[config.mk]
export PLATFORM = sky130hd
export DESIGN_NAME = nmea_sentence_field_splitter_core
export DESIGN_NICKNAME = d
export VERILOG_FILES = /design/src/nmeafs_pkg.sv /design/src/nmea_sentence_field_splitter_core.sv /design/src/nmeafs_step.sv
export VERILOG_INCLUDE_DIRS = /design/src /design/src/src
export SDC_FILE = /design/constraint.sdc
export NUM_CORES = 1
export LEC_CHECK = 0
export BUFFER_PORTS_ARGS = -buffer_cell sky130_fd_sc_hd__buf_4
export CORE_ASPECT_RATIO = 1.5
export CORE_UTILIZATION = 50
export DETAILED_ROUTE_END_ITERATION = 6
export PLACE_DENSITY = 0.69
export SLEW_MARGIN = 20
export SYNTH_ARGS = -nofsm -noshare
export SYNTH_HDL_FRONTEND = slang
export SYNTH_SLANG_ARGS = --single-unit
[constraint.sdc]
create_clock -name clk -period 3.4 [get_ports clk]
set_input_delay 0.51 -clock clk [delete_from_list [all_inputs] [get_ports clk]]
set_output_delay 0.51 -clock clk [all_outputs]
set_load 0.1 [all_outputs]
[src/assert_macros.svh]
// Assertion macros shared by the NMEA field splitter RTL.
// No dependencies; included by the files that carry assertions.
`ifndef ASSERT_MACROS_SVH
`define ASSERT_MACROS_SVH

// Whenever ante holds at a clock edge, cons must hold at the same edge.
`define NMEAFS_ASSERT_IMPL(lbl, clk, rstn, ante, cons) \
  lbl: assert property (@(posedge clk) disable iff (!rstn) (ante) |-> (cons)) \
    else $error("NMEA splitter assertion failed");

// expr must hold at every clock edge outside reset.
`define NMEAFS_ASSERT_ALWAYS(lbl, clk, rstn, expr) \
  lbl: assert property (@(posedge clk) disable iff (!rstn) (expr)) \
    else $error("NMEA splitter assertion failed");

`endif

[src/nmeafs_pkg.sv]
// Package for the NMEA sentence field splitter: parse modes, event codes,
// character constants, sentence ID table and the result record type.
// No dependencies.
`default_nettype none

package nmeafs_pkg;

  localparam int MAX_FIELDS_DEF      = 15;
  localparam int MAX_FIELD_CHARS_DEF = 15;

  typedef enum logic [1:0] {
    MODE_IDLE,
    MODE_ID,
    MODE_FIELD,
    MODE_SKIP
  } mode_t;

  localparam logic [1:0] EV_START = 2'd0;
  localparam logic [1:0] EV_CHAR  = 2'd1;
  localparam logic [1:0] EV_COMMA = 2'd2;
  localparam logic [1:0] EV_END   = 2'd3;

  localparam logic [1:0] FIX_UNKNOWN = 2'd0;
  localparam logic [1:0] FIX_VALID   = 2'd1;
  localparam logic [1:0] FIX_VOID    = 2'd2;

  localparam logic [2:0] TYPE_RMC = 3'd1;

  localparam logic [7:0] CH_DOLLAR = 8'h24;
  localparam logic [7:0] CH_COMMA  = 8'h2C;
  localparam logic [7:0] CH_LF     = 8'h0A;
  localparam logic [7:0] CH_CR     = 8'h0D;
  localparam logic [7:0] CH_G      = 8'h47;
  localparam logic [7:0] CH_A      = 8'h41;
  localparam logic [7:0] CH_V      = 8'h56;

  localparam int NUM_TYPES = 6;

  // Last four ID characters of each known sentence, in type order.
  localparam logic [31:0] KNOWN_IDS [NUM_TYPES] = '{
    32'h50474C4C, 32'h50524D43, 32'h50565447,
    32'h50474741, 32'h50475341, 32'h50475356
  };

  typedef struct packed {
    logic       valid;
    logic [1:0] kind;
    logic [2:0] stype;
    logic [3:0] field;
    logic [3:0] pos;
    logic [7:0] value;
    logic [1:0] fix;
    logic       ovf;
  } res_t;

  // Returns {hit, type} for the last four ID characters.
  function automatic logic [3:0] id_lookup(input logic [31:0] id);
    logic [3:0] r;
    r = 4'd0;
    for (int t = 0; t < NUM_TYPES; t++) begin
      if (KNOWN_IDS[t] == id) begin
        r = {1'b1, 3'(t)};
      end
    end
    return r;
  endfunction

  // Saturates a zero-extended counter value at 15.
  function automatic logic [3:0] sat15(input logic [7:0] v);
    return (v > 8'd15) ? 4'd15 : v[3:0];
  endfunction

endpackage

`default_nettype wire

[src/nmea_sentence_field_splitter_core.sv]
// Top level of the NMEA sentence field splitter: input register, parser
// instance and result register. Depends on nmeafs_pkg, nmeafs_step and
// assert_macros.svh.
//
//   Channel  Ports                         Direction  Carries
//   in       in_valid/in_ready/in_rx_byte  input      one received byte
//   out      out_valid/out_ready/out_*     output     zero or one record per byte
//
// A byte is registered on transfer and parsed once the output register is free or
// being read; its record, if any, is then registered and shown on the output.
// One byte per cycle is sustained unless the output stalls; state updates per byte.
// A stalled output holds its record while the input register still takes one byte.
// Synchronous active-low reset returns the parser to idle with fix status unknown.
`default_nettype none
`include "assert_macros.svh"

module nmea_sentence_field_splitter_core #(
  parameter int MaxFields     = nmeafs_pkg::MAX_FIELDS_DEF,
  parameter int MaxFieldChars = nmeafs_pkg::MAX_FIELD_CHARS_DEF
) (
  input  wire logic       clk,
  input  wire logic       rst_n,
  input  wire logic       in_valid,
  output logic            in_ready,
  input  wire logic [7:0] in_rx_byte,
  output logic            out_valid,
  input  wire logic       out_ready,
  output logic [1:0]      out_event_kind,
  output logic [2:0]      out_sentence_type,
  output logic [3:0]      out_field_number,
  output logic [3:0]      out_char_position,
  output logic [7:0]      out_char_value,
  output logic [1:0]      out_fix_status,
  output logic            out_overflow_flag
);

  logic             inq_v_r;
  logic [7:0]       inq_byte_r;
  logic             out_v_r;
  nmeafs_pkg::res_t out_r;
  nmeafs_pkg::res_t res;
  logic             adv;

  assign adv      = inq_v_r && (!out_v_r || out_ready);
  assign in_ready = !inq_v_r || adv;

  nmeafs_step #(
    .MaxFields     (MaxFields),
    .MaxFieldChars (MaxFieldChars)
  ) u_step (
    .clk     (clk),
    .rst_n   (rst_n),
    .go      (adv),
    .rx_byte (inq_byte_r),
    .res     (res)
  );

  always_ff @(posedge clk) begin
    if (!rst_n) begin
      inq_v_r <= 1'b0;
      out_v_r <= 1'b0;
    end else begin
      if (in_valid && in_ready) begin
        inq_v_r <= 1'b1;
      end else if (adv) begin
        inq_v_r <= 1'b0;
      end
      if (adv) begin
        out_v_r <= res.valid;
      end else if (out_ready) begin
        out_v_r <= 1'b0;
      end
    end
  end

  always_ff @(posedge clk) begin
    if (in_valid && in_ready) begin
      inq_byte_r <= in_rx_byte;
    end
    if (adv && res.valid) begin
      out_r <= res;
    end
  end

  assign out_valid         = out_v_r;
  assign out_event_kind    = out_r.kind;
  assign out_sentence_type = out_r.stype;
  assign out_field_number  = out_r.field;
  assign out_char_position = out_r.pos;
  assign out_char_value    = out_r.value;
  assign out_fix_status    = out_r.fix;
  assign out_overflow_flag = out_r.ovf;

  `NMEAFS_ASSERT_IMPL(a_stall_cause, clk, rst_n,
    !in_ready, inq_v_r && out_v_r && !out_ready)
  `NMEAFS_ASSERT_IMPL(a_out_record, clk, rst_n,
    out_v_r, out_r.valid)

endmodule

`default_nettype wire

[src/nmeafs_step.sv]
// Sentence parser state and per-byte update for the NMEA field splitter.
// Depends on nmeafs_pkg and assert_macros.svh.
`default_nettype none
`include "assert_macros.svh"

module nmeafs_step #(
  parameter int MaxFields     = nmeafs_pkg::MAX_FIELDS_DEF,
  parameter int MaxFieldChars = nmeafs_pkg::MAX_FIELD_CHARS_DEF
) (
  input  wire logic              clk,
  input  wire logic              rst_n,
  input  wire logic              go,
  input  wire logic [7:0]        rx_byte,
  output nmeafs_pkg::res_t       res
);

  localparam int FW = $clog2(MaxFields + 1);
  localparam int CW = $clog2(MaxFieldChars + 1);

  nmeafs_pkg::mode_t mode_r, mode_nxt;
  logic [2:0]    id_cnt_r, id_cnt_nxt;
  logic [23:0]   id_chars_r, id_chars_nxt;
  logic [2:0]    type_r, type_nxt;
  logic [FW-1:0] field_r, field_nxt;
  logic [CW-1:0] char_r, char_nxt;
  logic [1:0]    fix_r, fix_nxt;
  logic          ovf_r, ovf_nxt;

  logic          is_dollar;
  logic [3:0]    lookup;
  logic          field_full;
  logic          char_full;

  assign is_dollar  = (rx_byte == nmeafs_pkg::CH_DOLLAR);
  assign lookup     = nmeafs_pkg::id_lookup({id_chars_r, rx_byte});
  assign field_full = (field_r >= FW'(MaxFields));
  assign char_full  = (char_r >= CW'(MaxFieldChars));

  always_comb begin
    mode_nxt = mode_r;
    if (go) begin
      if (is_dollar) begin
        mode_nxt = nmeafs_pkg::MODE_ID;
      end else begin
        unique case (mode_r)
          nmeafs_pkg::MODE_IDLE: mode_nxt = nmeafs_pkg::MODE_IDLE;
          nmeafs_pkg::MODE_ID: begin
            if (id_cnt_r == 3'd0 && rx_byte != nmeafs_pkg::CH_G) begin
              mode_nxt = nmeafs_pkg::MODE_SKIP;
            end else if (id_cnt_r == 3'd4) begin
              mode_nxt = lookup[3] ? nmeafs_pkg::MODE_FIELD : nmeafs_pkg::MODE_SKIP;
            end
          end
          nmeafs_pkg::MODE_FIELD: begin
            if (rx_byte == nmeafs_pkg::CH_LF) begin
              mode_nxt = nmeafs_pkg::MODE_IDLE;
            end
          end
          nmeafs_pkg::MODE_SKIP: mode_nxt = nmeafs_pkg::MODE_SKIP;
          default: mode_nxt = nmeafs_pkg::MODE_IDLE;
        endcase
      end
    end
  end

  always_comb begin
    id_cnt_nxt   = id_cnt_r;
    id_chars_nxt = id_chars_r;
    type_nxt     = type_r;
    field_nxt    = field_r;
    char_nxt     = char_r;
    fix_nxt      = fix_r;
    ovf_nxt      = ovf_r;
    res          = '0;
    res.field    = nmeafs_pkg::sat15(8'(field_r));
    res.pos      = nmeafs_pkg::sat15(8'(char_r));
    if (go) begin
      if (is_dollar) begin
        id_cnt_nxt   = 3'd0;
        id_chars_nxt = '0;
      end else begin
        unique case (mode_r)
          nmeafs_pkg::MODE_ID: begin
            if (id_cnt_r == 3'd0) begin
              if (rx_byte == nmeafs_pkg::CH_G) begin
                id_cnt_nxt = 3'd1;
              end
            end else begin
              id_chars_nxt = {id_chars_r[15:0], rx_byte};
              id_cnt_nxt   = id_cnt_r + 3'd1;
              if (id_cnt_r == 3'd4 && lookup[3]) begin
                type_nxt  = lookup[2:0];
                field_nxt = '0;
                char_nxt  = CW'(5);
                ovf_nxt   = 1'b0;
                res.valid = 1'b1;
                res.kind  = nmeafs_pkg::EV_START;
                res.field = 4'd0;
                res.pos   = 4'd0;
              end
            end
          end
          nmeafs_pkg::MODE_FIELD: begin
            if (rx_byte == nmeafs_pkg::CH_LF) begin
              res.valid = 1'b1;
              res.kind  = nmeafs_pkg::EV_END;
            end else if (rx_byte == nmeafs_pkg::CH_COMMA) begin
              if (field_full) begin
                ovf_nxt = 1'b1;
              end else begin
                if (field_r >= FW'(MaxFields - 1)) begin
                  ovf_nxt = 1'b1;
                end
                res.valid = 1'b1;
                res.kind  = nmeafs_pkg::EV_COMMA;
                field_nxt = field_r + FW'(1);
                char_nxt  = '0;
              end
            end else if (rx_byte != nmeafs_pkg::CH_CR) begin
              if (field_full || char_full) begin
                ovf_nxt = 1'b1;
              end else begin
                if (type_r == nmeafs_pkg::TYPE_RMC && field_r == FW'(2) &&
                    char_r == '0) begin
                  if (rx_byte == nmeafs_pkg::CH_A) begin
                    fix_nxt = nmeafs_pkg::FIX_VALID;
                  end else if (rx_byte == nmeafs_pkg::CH_V) begin
                    fix_nxt = nmeafs_pkg::FIX_VOID;
                  end
                end
                res.valid = 1'b1;
                res.kind  = nmeafs_pkg::EV_CHAR;
                res.value = rx_byte;
                char_nxt  = char_r + CW'(1);
              end
            end
          end
          nmeafs_pkg::MODE_IDLE, nmeafs_pkg::MODE_SKIP: ;
          default: ;
        endcase
      end
    end
    res.stype = type_nxt;
    res.fix   = fix_nxt;
    res.ovf   = ovf_nxt;
  end

  always_ff @(posedge clk) begin
    if (!rst_n) begin
      mode_r     <= nmeafs_pkg::MODE_IDLE;
      id_cnt_r   <= '0;
      id_chars_r <= '0;
      type_r     <= '0;
      field_r    <= '0;
      char_r     <= '0;
      fix_r      <= nmeafs_pkg::FIX_UNKNOWN;
      ovf_r      <= 1'b0;
    end else begin
      mode_r     <= mode_nxt;
      id_cnt_r   <= id_cnt_nxt;
      id_chars_r <= id_chars_nxt;
      type_r     <= type_nxt;
      field_r    <= field_nxt;
      char_r     <= char_nxt;
      fix_r      <= fix_nxt;
      ovf_r      <= ovf_nxt;
    end
  end

  `NMEAFS_ASSERT_ALWAYS(a_field_bound, clk, rst_n, field_r <= FW'(MaxFields))
  `NMEAFS_ASSERT_ALWAYS(a_char_bound, clk, rst_n, char_r <= CW'(MaxFieldChars))
  `NMEAFS_ASSERT_IMPL(a_start_clean, clk, rst_n,
    res.valid && res.kind == nmeafs_pkg::EV_START, res.field == 4'd0 && !res.ovf)
  `NMEAFS_ASSERT_IMPL(a_field_mode, clk, rst_n,
    res.valid && res.kind != nmeafs_pkg::EV_START, mode_r == nmeafs_pkg::MODE_FIELD)

endmodule

`default_nettype wire

# [After elaboration in Yosys (flattened, before gate mapping)]
# Index checks and enable logic that the tools add are counted.
[totals] register_bits=77 output_inout_bits=26 input_bits=12 wordCells=169
[classes] order_cmp=3 n_reduce_logical=26 n_mux=83 n_eq_ne=32 add_sub_neg=3 bitwise=4
[op_table] operator="31-bit by 32-bit equality test with 1-bit output, first input constant" n=6
[op_table] operator="24-bit two-way mux" n=3
[op_table] operator="4-bit two-way mux" n=18
[op_table] operator="8-bit two-way mux" n=8
[op_table] operator="3-bit two-way mux" n=18
[op_table] operator="16-bit two-way mux" n=2
[op_table] operator="2-bit two-way mux" n=14
[op_table] operator="8-bit by 7-bit equality test with 1-bit output, second input constant" n=3
[op_table] operator="8-bit by 6-bit equality test with 1-bit output, second input constant" n=2
[op_table] operator="4-bit one-hot mux with 2 select lines" n=2
[op_table] operator="1-bit two-way mux" n=15
[op_table] operator="4-bit greater-or-equal comparator, second input constant" n=3
[op_table] operator="3-bit AND reduction" n=3
[op_table] operator="9-bit AND reduction" n=1
[op_table] operator="4-bit by 1-bit adder with 4-bit output, second input constant" n=2
[op_table] operator="8-bit by 4-bit equality test with 1-bit output, second input constant" n=1
[op_table] operator="8-bit by 4-bit inequality test with 1-bit output, second input constant" n=1
[op_table] operator="8-bit by 7-bit inequality test with 1-bit output, second input constant" n=1
[op_table] operator="2-bit one-hot mux with 4 select lines" n=1
[op_table] operator="8-bit AND reduction" n=1
[op_table] operator="2-bit nonzero test" n=4
[op_table] operator="1-bit logical AND" n=7
[op_table] operator="7-bit OR reduction" n=1
[op_table] operator="2-bit by 1-bit inequality test with 1-bit output, second input constant" n=3
[op_table] operator="other kinds (20)" n=31

# [Logic depth before layout (Yosys ltp)]
# Gate-level depths: netlist of run 1.
[logic_depth] word_depth=14 mapped_depth=9 depth_no_buf=9

# [Modules after synthesis]
# Synthesis of run 1 repeated with hierarchy kept, for this count alone.
[unflattened] cells_unflattened=399 area_unflattened_um2=3906.2
[by_module_without_submodules] module="nmeafs_step" n_inst=1 area_each_um2=2832.7 seq_area_each_um2=860.8 cells_each=354
[by_module_without_submodules] module="nmea_sentence_field_splitter_core" n_inst=1 area_each_um2=1073.5 seq_area_each_um2=1001.0 cells_each=45

# [Worst setup path after synthesis of run 1]
# Ideal clock, no wire load.
[synth_path] path_kind="flip-flop to flip-flop" from="register inq_byte_r[5]" to="register out_r (netlist bit out_char_position[0]), enable pin" synth_period_minus_slack_ps=3110 setup_time_ps=379 path_stages_with_launch=8 arrival_time_ps=2731 required_ps=3021 path_buffers=0 slack_ps=290 path_cell_list="edfxtp_1 > or4b_4 > or4b_4 > a2111oi_4 > a211oi_2 > nor2_1 > o21ai_0 > inv_1"
[synth_between] elab_chain_len=14 elab_cells_between_ends=26 cone_classes="eq/ne: 10; mux: 14; reduce/logical: 2"
[synth_lines] element="start: declaration" line_no="nmea_sentence_field_splitter_core.sv:38" source="logic [7:0] inq_byte_r;"
[synth_lines] element="start signal: assignment" line_no="nmea_sentence_field_splitter_core.sv:78" source="inq_byte_r <= in_rx_byte;"
[synth_lines] element="31-bit by 32-bit equality test with 1-bit output" line_no="nmeafs_pkg.sv:61" source="if (KNOWN_IDS[t] == id) begin"
[synth_lines] element="4-bit two-way mux (6 in a row)" line_no="nmeafs_pkg.sv:61"
[synth_lines] element="1-bit logical AND" line_no="nmeafs_step.sv:91" source="if (id_cnt_r == 3'd4 && lookup[3]) begin"
[synth_lines] element="3-bit two-way mux" line_no="nmeafs_step.sv:91"
[synth_lines] element="3-bit two-way mux" line_no="nmeafs_step.sv:84" source="if (id_cnt_r == 3'd0) begin"
[synth_lines] element="3-bit one-hot mux with 2 select lines" line_no="nmeafs_step.sv:82" source="unique case (mode_r)"
[synth_lines] element="3-bit two-way mux *" line_no="nmeafs_step.sv:78" source="if (is_dollar) begin"
[synth_lines] element="3-bit two-way mux *" line_no="nmeafs_step.sv:77" source="if (go) begin"
[synth_lines] element="1-bit logical AND *" line_no="nmea_sentence_field_splitter_core.sv:80" source="if (adv && res.valid) begin"
[synth_lines] element="end signal: assignment" line_no="nmea_sentence_field_splitter_core.sv:81" source="out_r <= res;"
[synth_lines] element="end: declaration" line_no="nmea_sentence_field_splitter_core.sv:40" source="nmeafs_pkg::res_t out_r;"
# Every way passes the cells marked *; elsewhere a longest branch is shown, timed or not.
# A chain may end at the register's enable or synchronous reset.

# [Worst setup path in the final report of run 1]
[layout_path] from="register inq_byte_r[7]" to="register out_r (netlist bit out_fix_status[1]), enable pin"
# The elaborated chain is that of the path after synthesis.

==> results of run 1 <==
-- per-layer routing --
layer	vias up	wire, um	GRT usage [%]
li1	1406	-	-
met5	-	0	0
met1	1382	3360	25.3
met2	48	4220	37.9
met4	0	185	13.4
met3	16	185	4.23
-- power groups by stage --
stage	logic (mW)	registers, mW	clock network, mW
floorplan	0.0434	0.996	0
global placement	0.0708	0.998	0
detailed placement	0.0718	0.999	0
CTS	0.0719	0.977	0.686
global route	0.0793	0.978	0.722
finish	0.0720	0.977	0.671
-- cell type report --
cell class | count | area [sq um]
multi-input combinational | 252 | 1670
timing repair buffer | 48 | 360
clock inverter | 6 | 63.8
clock buffer | 10 | 128
sequential | 77 | 1860
inverter | 16 | 60.1
fill | 605 | 2720
tap | 97 | 121
-- cell families after synthesis --
family / count (synthesis) / synth area share (%)
AOI/OAI and AO/OA: 75 / 15.0
DFF: 77 / 50.9
adders and majority gates: 9 / 3.08
buffers and inverters: 32 / 3.49
muxes: 12 / 3.32
and+or+nand+nor: 156 / 24.2
-- flip-flops by register name, indices dropped and copies added (netlist names), 4 cells and up --
name	cells
u_step.field_r	4
u_step.id_chars_r	24
inq_byte_r	8
out_field_number	4
out_char_value	8
u_step.char_r	4
out_char_position	4
-- cells in the final DEF, fill, tap and decap left out, drive strengths merged, types with 4 or more instances in the layout --
cell     n
a21oi   16
a22oi   19
and2    22
and2b    5
buf     48
clkbuf  10
dfxtp   45
edfxtp  32
ha       9
inv     16
mux2i   11
nand2   18
nand2b   7
nand3   10
nand4    8
nor2    43
nor2b    4
nor3    11
nor4b    7
nor4bb   4
o21ai   12
or4b     4
-- worst paths after layout --
kind                         startpoint                     to  slack, ns  cells past startpoint
setup / recovery          inq_byte_r[7]      out_fix_status[1]       0.42                      8
hold / removal            in_rx_byte[7]          inq_byte_r[7]       0.33                      1
setup reg to reg          inq_byte_r[7]      out_fix_status[1]       0.42                      8
hold reg to reg   u_step.id_chars_r[20]  u_step.id_chars_r[20]       0.50                      2
-- through the flow --
step | worst slack (ns) | instance area (sq um) | hold slack [ns]
after floorplan | 0.290 | 3660 | 0.457
after global placement | 0.492 | 4070 | 0.482
after detailed placement | 0.435 | 4080 | 0.491
after CTS | 0.415 | 4270 | 0.313
after global routing | 0.244 | 4270 | 0.320
final | 0.424 | 4270 | 0.330
-- worst max-delay path, stage by stage (launching register included) --
cell	delay, ns
edfxtp_1	0.44
or4b_4	0.52
or4b_4	0.58
a2111oi_4	0.43
a211oi_2	0.10
nor2_1	0.15
o21ai_0	0.13
inv_1	0.10
buf_4	0.22
==> run summary, run 1 <==
Status - finished clean
Synth Cell Area - 3660 sq um
Asr flop ratio synth - 0%
Layout cells sized above 1 - 19.8%
Kind of end point of the critical path - register
Netlist cell types - 62
Synth top cells by count - dfxtp_1 (45), nor2_1 (43), edfxtp_1 (32), and2_1 (20), a22oi_1 (19)
Drt initial violations - 142
Post-CTS Resized - 0
CORE AREA - 6990 sq um
NetSw - 0.388 mW
Register bit total from synthesis - 77
TritonCTS Buffers - 9
Rows - 37
Syn_nets - 382
Layout Skew - 0.00775 ns
Switch share - 22.6%
DP HPWL - 5750 um
Die ar. - 7670 sq um
Combinational share of power - 4.2%
WL/cell - 15.7 um
Setup TNS - 0 ns
Synth area leader - edfxtp_1
Count leader, synth - dfxtp_1
Grt ovf - 0
CTS hold repair buffers - 0
Final hold violation count - 0
Clock buffer depth - 2
Synth Flop Type - dfxtp_1
Postcts setup bufs - 0
Sequential fraction of the synthesis area - 50.9%
RSZ-0062 raised after global routing - false
Post-synth EDFFs - 32
Vias - 2852
Crit path launch type - register
Reg clk slew, reported paths - 0.08 ns
Initial antenna violation count - 0
Critical path required time - 3.45 ns
CTS Root Cell - clkbuf_8
Largest net degree at the start of global routing - 29
First-pass GRT wire length - 13000 um
PwrDens - 403 nW/um^2
P_int - 1.33 mW
Measured slew at the worst slew-check pin - 0.922 ns
# placed instances - 490
Power, Total - 1.72 mW
Cell Count, Final, Fillers Out - 506
Final core occ - 61.0%
First drt pass iteration count - 4
Via-to-Cell Ratio - 5.64
Detail Route Antenna Nets - 0
CP Max Fanout - 13
Worst slew margin - 38.5%
Total Nets Final - 425
Starting Density - 52.3%
Clock share of power - 39.0%
Warning count from the yosys run - 0
Achievable Freq - 0.336 GHz
Share of the synthesized area in the top cell type - 26.3%
Vias in the first global route - 2785
Die span in y - 107 um
Finish-stage setup viols - 0
Setup CP Type - reg2reg
Min cycle time layout - 2.98 ns
Leak Pwr - 1.60 nW
Worst Path Arrival - 3.02 ns
Area Growth Syn to Fin - 16.6%
I/O Buffers - 37
Post-Syn Instances - 361
Total of max-cap violations - 0
Worst-Skew Late Latency - 0.35 ns
H-tree Lvls - 3
Synth area leaders - edfxtp_1 (26%), dfxtp_1 (25%), nor2_1 (4.4%)
Final Wtd Congestion - 0.863
Slew Limit Fails - 0
Top Ports - 38
Peak VDD IR - 348 uV
DRC Markers - 0
Avg Inst Size Synth - 10.1 sq um
Gr usage total - 22.2%
Sink Count - 77
CTS tree - yes
Sequential Power Share - 56.8%
Type of the most critical hold path - in2reg
Final period util - 87.5%
Ant. Diodes - 0
Die W - 71.8 um
Post-Route WL - 7950 um
Power figures use the tool's default switching activity.
==> run 2: changes to the inputs <==
--- a/config.mk
+++ b/config.mk
@@ -10,7 +10,7 @@
 export CORE_ASPECT_RATIO = 1.5
 export CORE_UTILIZATION = 50
 export DETAILED_ROUTE_END_ITERATION = 6
-export PLACE_DENSITY = 0.69
+export PLACE_DENSITY_LB_ADDON = 0.1
 export SLEW_MARGIN = 20
 export SYNTH_ARGS = -nofsm -noshare
 export SYNTH_HDL_FRONTEND = slang
==> run 2 against run 1 <==
  * Sequential share of layout area fell by 0.27 points
  * Largest cell class unchanged
  * Total power rose by 4.1%
  * Highest routed layer unchanged
  * Worst hold slack improved by 0.0094 ns
  * Clock-buffer cell count did not move
==> run summary, run 2 (synthesized netlist as in run 1, its figures left out) <==
RSZ-0062 raised after global routing - false (unchanged)
CTS tree - yes (unchanged)
Flop-to-flop setup slack - 0.37 ns (was 0.42 ns)
CORE AREA - 6990 sq um (unchanged)
Final period util - 89.2% (was 87.5%)
CTS hold repair buffers - 0 (unchanged)
I/O Buffers - 37 (unchanged)
Min cycle time layout - 3.03 ns (was 2.98 ns)
Die span in y - 107 um (unchanged)
Area Growth Syn to Fin - 17.3% (was 16.6%)
Number of flip-flops under the largest register name - 24 (unchanged)
Worst r2r path cells - 8 (unchanged)
Setup TNS - 0 ns (unchanged)
CP most frequent cell - or4b_4 (unchanged)
Achievable Freq - 0.330 GHz (was 0.336 GHz)
# placed instances - 489 (was 490)
RR Startpoint - inq_byte_r[7] (unchanged)
CP Max Fanout - 21 (was 13)
Critical path required time - 3.46 ns (was 3.45 ns)
First-pass GRT wire length - 13000 um (about the same)
Kind of end point of the critical path - register (unchanged)
Commonest non-fill, non-tap cells in the layout - buf_4 (46), dfxtp_1 (45), nor2_1 (43) (was buf_4 (48), dfxtp_1 (45), nor2_1 (42))
Peak VDD IR - 372 uV (was 348 uV)
Final Wtd Congestion - 0.894 (was 0.863)
Number of fill cells - 600 (was 605)
Measured slew at the worst slew-check pin - 0.917 ns (was 0.922 ns)
Grt ovf - 0 (unchanged)
Hold Path Stages - 1 (unchanged)
CP peak stage delay - 0.57 ns (was 0.58 ns)
Gr usage total - 22.3% (was 22.2%)
Post-Route WL - 8220 um (was 7950 um)
Die ar. - 7670 sq um (unchanged)
Power, Total - 1.79 mW (was 1.72 mW)
Postcts setup bufs - 0 (unchanged)
Total of max-cap violations - 0 (unchanged)
RR Endpoint - out_char_value[1] (was out_fix_status[1])
Post-CTS Resized - 0 (unchanged)
DP HPWL - 6040 um (was 5750 um)
Top Ports - 38 (unchanged)
Finish-stage setup viols - 0 (unchanged)
WL/cell - 16.3 um (was 15.7 um)
Largest net degree at the start of global routing - 29 (unchanged)
Sink Count - 77 (unchanged)
Total Nets Final - 424 (was 425)
Cell Count, Final, Fillers Out - 505 (was 506)
WHS Endpoint - inq_byte_r[6] (was inq_byte_r[7])
TritonCTS Buffers - 9 (unchanged)
Drt initial violations - 131 (was 142)
Detail Route Antenna Nets - 0 (unchanged)
Clock buffer depth - 2 (unchanged)
Worst slew margin - 38.9% (was 38.5%)
Worst-Skew Late Latency - 0.35 ns (about the same)
Layout Skew - 0.0116 ns (was 0.00775 ns)
Type of the most critical hold path - in2reg (unchanged)
CTS Root Cell - clkbuf_8 (unchanged)
Slew Limit Fails - 0 (unchanged)
Starting Density - 52.3% (unchanged)
Rows - 37 (unchanged)
Die W - 71.8 um (unchanged)
Crit-path cells - or4b_4 > or4b_4 > a2111oi_4 > a211oi_2 > nor2_1 > o21ai_0 > inv_1 > buf_12 (was or4b_4 > or4b_4 > a2111oi_4 > a211oi_2 > nor2_1 > o21ai_0 > inv_1 > buf_4)
Ant. Diodes - 0 (unchanged)
Status - finished clean (unchanged)
Most flops, register - u_step.id_chars_r (unchanged)
Final hold violation count - 0 (unchanged)
PwrDens - 417 nW/um^2 (was 403 nW/um^2)
Most common cell after layout, fill and taps aside - buf_4 (unchanged)
Setup CP Type - reg2reg (unchanged)
Crit path launch type - register (unchanged)
Vias - 2814 (was 2852)
H-tree Lvls - 3 (unchanged)
First drt pass iteration count - 4 (unchanged)
DRC Markers - 0 (unchanged)
Min-delay src - in_rx_byte[6] (was in_rx_byte[7])
Worst Path Arrival - 3.09 ns (was 3.02 ns)
Final Cell Area - 4290 sq um (was 4270 sq um)
Reg clk slew, reported paths - 0.08 ns (about the same)
Crit path max-delay cell type - or4b_4 (unchanged)
Dpl cell area - 4080 sq um (about the same)
Layout cells sized above 1 - 19.1% (was 19.8%)
Via-to-Cell Ratio - 5.57 (was 5.64)
Vias in the first global route - 2731 (was 2785)
Leak Pwr - 1.61 nW (was 1.60 nW)
Initial antenna violation count - 0 (unchanged)
run 2: cell count changes in the layout (fill, tap and decap cells not counted), sizes merged:
cell,change
buf,-1
bufinv,+1
clkinv,-1
run 2: stage by stage:
stage                     hold slack (ns)  setup slack [ns]  utilization, %
after floorplan                     0.457             0.290               -
after global routing                0.325             0.262            61.4
after detailed placement            0.486             0.370            58.3
after CTS                           0.327             0.365            61.4
after global placement              0.473             0.449            58.3
final                               0.340             0.368            61.4
run 2: worst max-delay path, delay by kind of cell, from the launching register on:
kind                   cells  cell delay [ns]
AND/OR/NAND/NOR            3             1.22
flip-flops                 1             0.45
AO/OA/AOI/OAI              3             0.65
buffers and inverters      2             0.42
run 2: layout make-up:
| cell class | instances | area [sq um] | area share, % |
|---|---|---|---|
| clock buffers | 10 | 128 | 2.97 |
| repair buffers | 47 | 365 | 8.51 |
| inverters | 16 | 60.1 | 1.40 |
| well taps | 97 | 121 | 2.83 |
| clock inverters | 6 | 87.6 | 2.04 |
| multi-input cells | 252 | 1670 | 38.9 |
| flip-flops and latches | 77 | 1860 | 43.4 |
run 2: routing by layer:
layer	global-route usage, %	up-vias	part of all wire, %
li1	-	1413	-
met1	24.5	1344	40
met2	40.7	41	55
met3	3.01	16	2.2
met4	12.2	0	2.7
met5	0	-	0
run 2: worst max-delay path by stage:
| stage | start | end | slack, ns | depth (start not counted) |
|---|---|---|---|---|
| after floorplan | inq_byte_r[5] | out_char_position[0] | 0.29 | 7 |
| after global routing | inq_byte_r[7] | out_overflow_flag | 0.26 | 8 |
| after CTS | inq_byte_r[7] | out_char_value[7] | 0.37 | 8 |
| after global placement | inq_byte_r[1] | out_char_value[1] | 0.45 | 8 |
| after detailed placement | inq_byte_r[7] | out_char_value[7] | 0.37 | 8 |
| final | inq_byte_r[7] | out_char_value[1] | 0.37 | 8 |
run 2: report_power, final:
part	switching [mW]	internal, mW	leakage [nW]
sequential	0.0142	0.966	0.687
combinational	0.0396	0.0279	0.823
clock	0.331	0.412	0.100
total	0.385	1.41	1.61
